File: src/hdl/csc_pkg.sv
// Package with shared widths, opcodes and unit result types for the conic chi-square scorer.
`timescale 1ns / 1ps
`default_nettype none
package csc_pkg;
  localparam int COEF_W = 40;
  localparam int POS_W  = 20;
  localparam int OPD_W  = 88;
  localparam int PROD_W = 2 * OPD_W;
  localparam int S_W    = 128;
  localparam int Q_W    = 48;
  localparam int SUM_W  = 48;
  localparam int CHI_W  = 40;
  localparam int FREE_PARAMS = 5;

  localparam logic [1:0] OP_START = 2'd0;
  localparam logic [1:0] OP_HIT   = 2'd1;
  localparam logic [1:0] OP_END   = 2'd2;

  localparam logic [SUM_W-1:0] SUM_MAX  = {SUM_W{1'b1}};
  localparam logic [CHI_W-1:0] CHI2_MAX = {CHI_W{1'b1}};

  typedef struct packed {
    logic              done;
    logic              neg;
    logic [PROD_W-1:0] prod;
  } mul_res_t;

  typedef struct packed {
    logic           done;
    logic           ovf;
    logic [Q_W-1:0] q;
  } div_res_t;
endpackage
`default_nettype wire

File: src/hdl/csc_mul.sv
// Sequential shift-add multiplier on signed operands, one multiplier bit per cycle.
`timescale 1ns / 1ps
`default_nettype none
module csc_mul (
  input  wire logic                              clk,
  input  wire logic                              rst,
  input  wire logic                              start,
  input  wire logic signed [csc_pkg::OPD_W-1:0]  a,
  input  wire logic signed [csc_pkg::OPD_W-1:0]  b,
  output csc_pkg::mul_res_t                      res
);
  localparam int CW = $clog2(csc_pkg::OPD_W + 1);

  logic [csc_pkg::PROD_W-1:0] mcand;
  logic [csc_pkg::OPD_W-1:0]  mplier;
  logic [csc_pkg::PROD_W-1:0] prod;
  logic [CW-1:0]              cnt;
  logic                       busy;
  logic                       done;
  logic                       neg;
  logic [csc_pkg::OPD_W-1:0]  mag_a;
  logic [csc_pkg::OPD_W-1:0]  mag_b;

  assign mag_a = a[csc_pkg::OPD_W-1] ? -a : a;
  assign mag_b = b[csc_pkg::OPD_W-1] ? -b : b;

  always_ff @(posedge clk) begin
    if (rst) begin
      busy <= 1'b0;
      done <= 1'b0;
    end else begin
      done <= !start && busy && (cnt == CW'(1));
      if (start) begin
        mcand  <= {{csc_pkg::OPD_W{1'b0}}, mag_a};
        mplier <= mag_b;
        prod   <= '0;
        cnt    <= CW'(csc_pkg::OPD_W);
        neg    <= a[csc_pkg::OPD_W-1] ^ b[csc_pkg::OPD_W-1];
        busy   <= 1'b1;
      end else if (busy) begin
        if (mplier[0]) begin
          prod <= prod + mcand;
        end
        mcand  <= mcand << 1;
        mplier <= mplier >> 1;
        cnt    <= cnt - CW'(1);
        if (cnt == CW'(1)) begin
          busy <= 1'b0;
        end
      end
    end
  end

  assign res.done = done;
  assign res.neg  = neg;
  assign res.prod = prod;
endmodule
`default_nettype wire

File: config.mk
export PLATFORM = sky130hd
export DESIGN_NAME = csc_mul
export DESIGN_NICKNAME = d
export VERILOG_FILES = /design/src/hdl/csc_pkg.sv /design/src/hdl/csc_mul.sv
export SDC_FILE = /design/constraint.sdc
export NUM_CORES = 1
export LEC_CHECK = 0
export BUFFER_PORTS_ARGS = -buffer_cell sky130_fd_sc_hd__buf_2
export CAP_MARGIN = 20
export CELL_PAD_IN_SITES_DETAIL_PLACEMENT = 1
export CELL_PAD_IN_SITES_GLOBAL_PLACEMENT = 1
export CORE_MARGIN = 2
export CORE_UTILIZATION = 50
export CTS_CLUSTER_SIZE = 10
export DETAILED_ROUTE_END_ITERATION = 6
export PLACE_DENSITY_LB_ADDON = 0.3
export SLEW_MARGIN = 20
export SYNTH_ARGS = -nofsm -noshare
export SYNTH_HDL_FRONTEND = slang
export SYNTH_SLANG_ARGS = --single-unit
File: constraint.sdc
create_clock -name clk -period 23.6 [get_ports clk]
set_clock_uncertainty 0.05 [all_clocks]
set_input_delay 2.36 -clock clk [delete_from_list [all_inputs] [get_ports clk]]
set_output_delay 2.36 -clock clk [all_outputs]
set_load 0.02 [all_outputs]
==> metrics.cfg <==
[run_status]
outcome = complete, no violations

[cells_and_area]
area_growth_pct = 11.8
drive_gt1_share_pct = 13.1
seqCellArea_um2 = 13500
fillCellCount = 7510
fin_nets = 4194
multi_input_area_um2 = 18000

[min_path]
hold_class = reg2reg

[grt]
grtUsageTotal_pct = 32.9
overflow = 0
grt_pass1_vias = 29900
grt_max_degree = 182
grt_pass1_wl_um = 173000
antenna_found_initial = 5

[worst_setup_path]
cp_slowest_stage_delay_ns = 0.56
cp_data_arrival_time_ns = 6.87
critical_path_buf_inv_count = 1
cp-end-kind = register
critPathTopFamily = simple AND/OR/NAND/NOR gates
crit_chain = buf_2 > or4_4 > or4_1 > or4_1 > or3_1 > nor2_1 > nand2_1 > or3_1 > or2_1 > or4_4 > o31ai_1 > xor2_1 > a21oi_1
crit_path_max_fanout = 7
slowest_stage = or4_1
cp-start-kind = input pin
required_ns = 23.88
crit_type = in2reg

[sta]
rsz0062_at_grt = false
fmax_ghz = 0.152
hold_violations = 0
fin_crit_ns = 6.59
finalSetupViolations = 0
fin_tns_setup_ns = 0
tightestPinTransition_ns = 1.11
slew_viol_final = 0
holdWs_ns = 0.486
post-route-period-util_pct = 27.9
slew_headroom_pct = 24.2

[clocking]
cts_root_buffer = clkbuf_16
cts_resized = 0
cts_setup_buffers = 0
hold_buffers = 0
cts.sink_count = 450
cts_max_path_buffers = 3
cts_tree = built
clkTransAtPathRegs_ns = 0.06
cts-htree-levels = 2
cts_inserted_buffers = 54
clock_latency_ns = 0.62

[die]
design.core.area_um2 = 64300
die_y_um = 259
die-width_um = 259
initial_core_util_pct = 50.5
fp-row-count = 93
io_pins = 357
fp.dieArea_um2 = 67000

[power]
peakVddDrop_mv = 0.0609
leakage_nw = 13.8
p_per_area_nw_per_um2 = 72.9

[placed_design]
place.port_buffers = 356
finalWeightedCongestion = 0.977
hpwlAfterDp_um = 85900

[detailed_routing]
viasPerCell = 6.20
drc = 0
firstDrtPassIters = 6
ant_nets = 0
detail_route.wirelength_um = 112000
drt_iter0_drc = 2314
dr_total_vias = 29300
routedWlPerCell_um = 23.8

[synthesis]
ys_ff_latch = 450
ys_warn_count = 0
synth-edff-count = 448
synth_nets = 3959
synthTopCellsByCount = 511 x nor2_1, 465 x a21oi_1, 448 x edfxtp_1
synth_top_area_cell = edfxtp_1
async_flop_share_pct = 0
yosysSeqAreaShare_pct = 41.5
synthCells = 3600
syn_avg_cell_area_um2 = 9.02
yosysMostFrequentCell = nor2_1
synth_cell_types = 75
synth_top_area_share_pct = 41.4
synth_area_leaders = edfxtp_1 41%, a21oi_1 7.2%, ha_1 6.9%
synth.cell_area_um2 = 32500
synth_ff_type = edfxtp_1

[run]
max_cap_violations = 0

==> registers in the layout, summed over array words and instances, names as in the netlist <==
name / cells
cnt: 7
mplier: 88
neg: 1
busy: 1
done: 1
mcand: 176
prod: 176
==> tightest hold or removal path, cell delays in order, from the launching register on <==
cell	delay [ns]
dfxtp_1	0.33
nand2b_1	0.10
nor3b_1	0.06
==> worst paths after layout <==
check,start,endpoint,slack (ns),depth (start not counted)
worst min-delay path,busy$_SDFF_PP0_,done$_SDFF_PP0_,0.49,2
worst max-delay path,a[8],mcand[83]$_DFFE_PP_,17.01,13
worst min register to register,busy$_SDFF_PP0_,done$_SDFF_PP0_,0.49,2
worst max register to register,prod[1]$_SDFFCE_PP0P_,prod[167]$_SDFFCE_PP0P_,17.57,15
==> metrics by stage <==
step | util, % | area [um2] | total power (W) | setup slack [ns] | instances
2_1_floorplan | - | 32500 | 0.00160 | 8.14 | 3600
3_3_place_gp | 54.0 | 34800 | 0.00184 | 16.53 | 4634
3_5_place_dp | 54.0 | 34800 | 0.00186 | 16.42 | 4634
4_1_cts | 56.4 | 36300 | 0.00264 | 17.07 | 4720
5_1_grt | 56.4 | 36300 | 0.00276 | 16.83 | 4720
6_report | 56.4 | 36300 | 0.00265 | 17.01 | 4721
==> cells in the final DEF (no fill, tap or decap), types with 6 or more instances in the layout <==
cell | netlist | layout
nand4b_1 | 6 | 6
nor2b_1 | 113 | 113
a21boi_0 | 10 | 10
or4_1 | 26 | 26
a21oi_1 | 465 | 465
and2_1 | 8 | 8
xor2_1 | 223 | 223
and3_1 | 9 | 9
nand2_1 | 276 | 276
and4_1 | 8 | 8
o41ai_1 | 31 | 31
nand2b_1 | 24 | 24
clkbuf_1 | 183 | 17
buf_2 | 2 | 355
or2_2 | 21 | 21
o21ai_0 | 232 | 232
mux2_2 | 24 | 24
nor4_1 | 23 | 23
a31oi_1 | 20 | 20
o31a_1 | 7 | 7
nand4_1 | 102 | 102
a21o_1 | 75 | 75
clkbuf_16 | 0 | 54
xnor2_1 | 119 | 119
edfxtp_1 | 448 | 448
a211oi_1 | 6 | 6
o21bai_1 | 65 | 65
a221oi_1 | 12 | 12
o21a_1 | 32 | 32
nand3_1 | 25 | 25
inv_1 | 65 | 65
or3_1 | 40 | 40
o211ai_1 | 10 | 10
buf_4 | 2 | 14
nor2_1 | 511 | 509
nor3_1 | 55 | 55
o31ai_1 | 55 | 55
clkinv_1 | 0 | 6
ha_1 | 179 | 179
==> final cells by class <==
class	count	area share, %
multi-input cells	2892	49.6
inverters	65	0.672
well taps	855	2.95
diodes	1	0.00689
clock buffers	73	3.97
clock inverters	13	0.279
repair buffers	372	5.33
flip-flops and latches	450	37.2
==> power by group <==
part           leakage (nW)  switching (W)  internal (W)
Clock                 0.751       0.000347      0.000433
Sequential             4.33      0.0000522      0.000980
Combinational          8.72       0.000546      0.000289
==> layer usage <==
metal / global-route usage (%) / up-vias / share of wire, %
met2: 54.4 / 954 / 47
met3: 4.90 / 219 / 6.4
li1: - / 13600 / -
met5: 0 / - / 0.036
met1: 44.0 / 14500 / 43
met4: 11.9 / 6 / 3.7
==> logic make-up after synthesis <==
| group | count (synthesis) | synth area share, % |
|---|---|---|
| and+or+nand+nor | 1278 | 18.7 |
| AOI/OAI and AO/OA | 1065 | 19.6 |
| DFF | 450 | 41.5 |
| xor gates and xnor gates | 342 | 9.22 |
| buffers and inverters | 258 | 3.03 |
| adders and majority gates | 180 | 6.96 |
| muxes | 27 | 0.940 |
(Power assumes the default switching activity.)
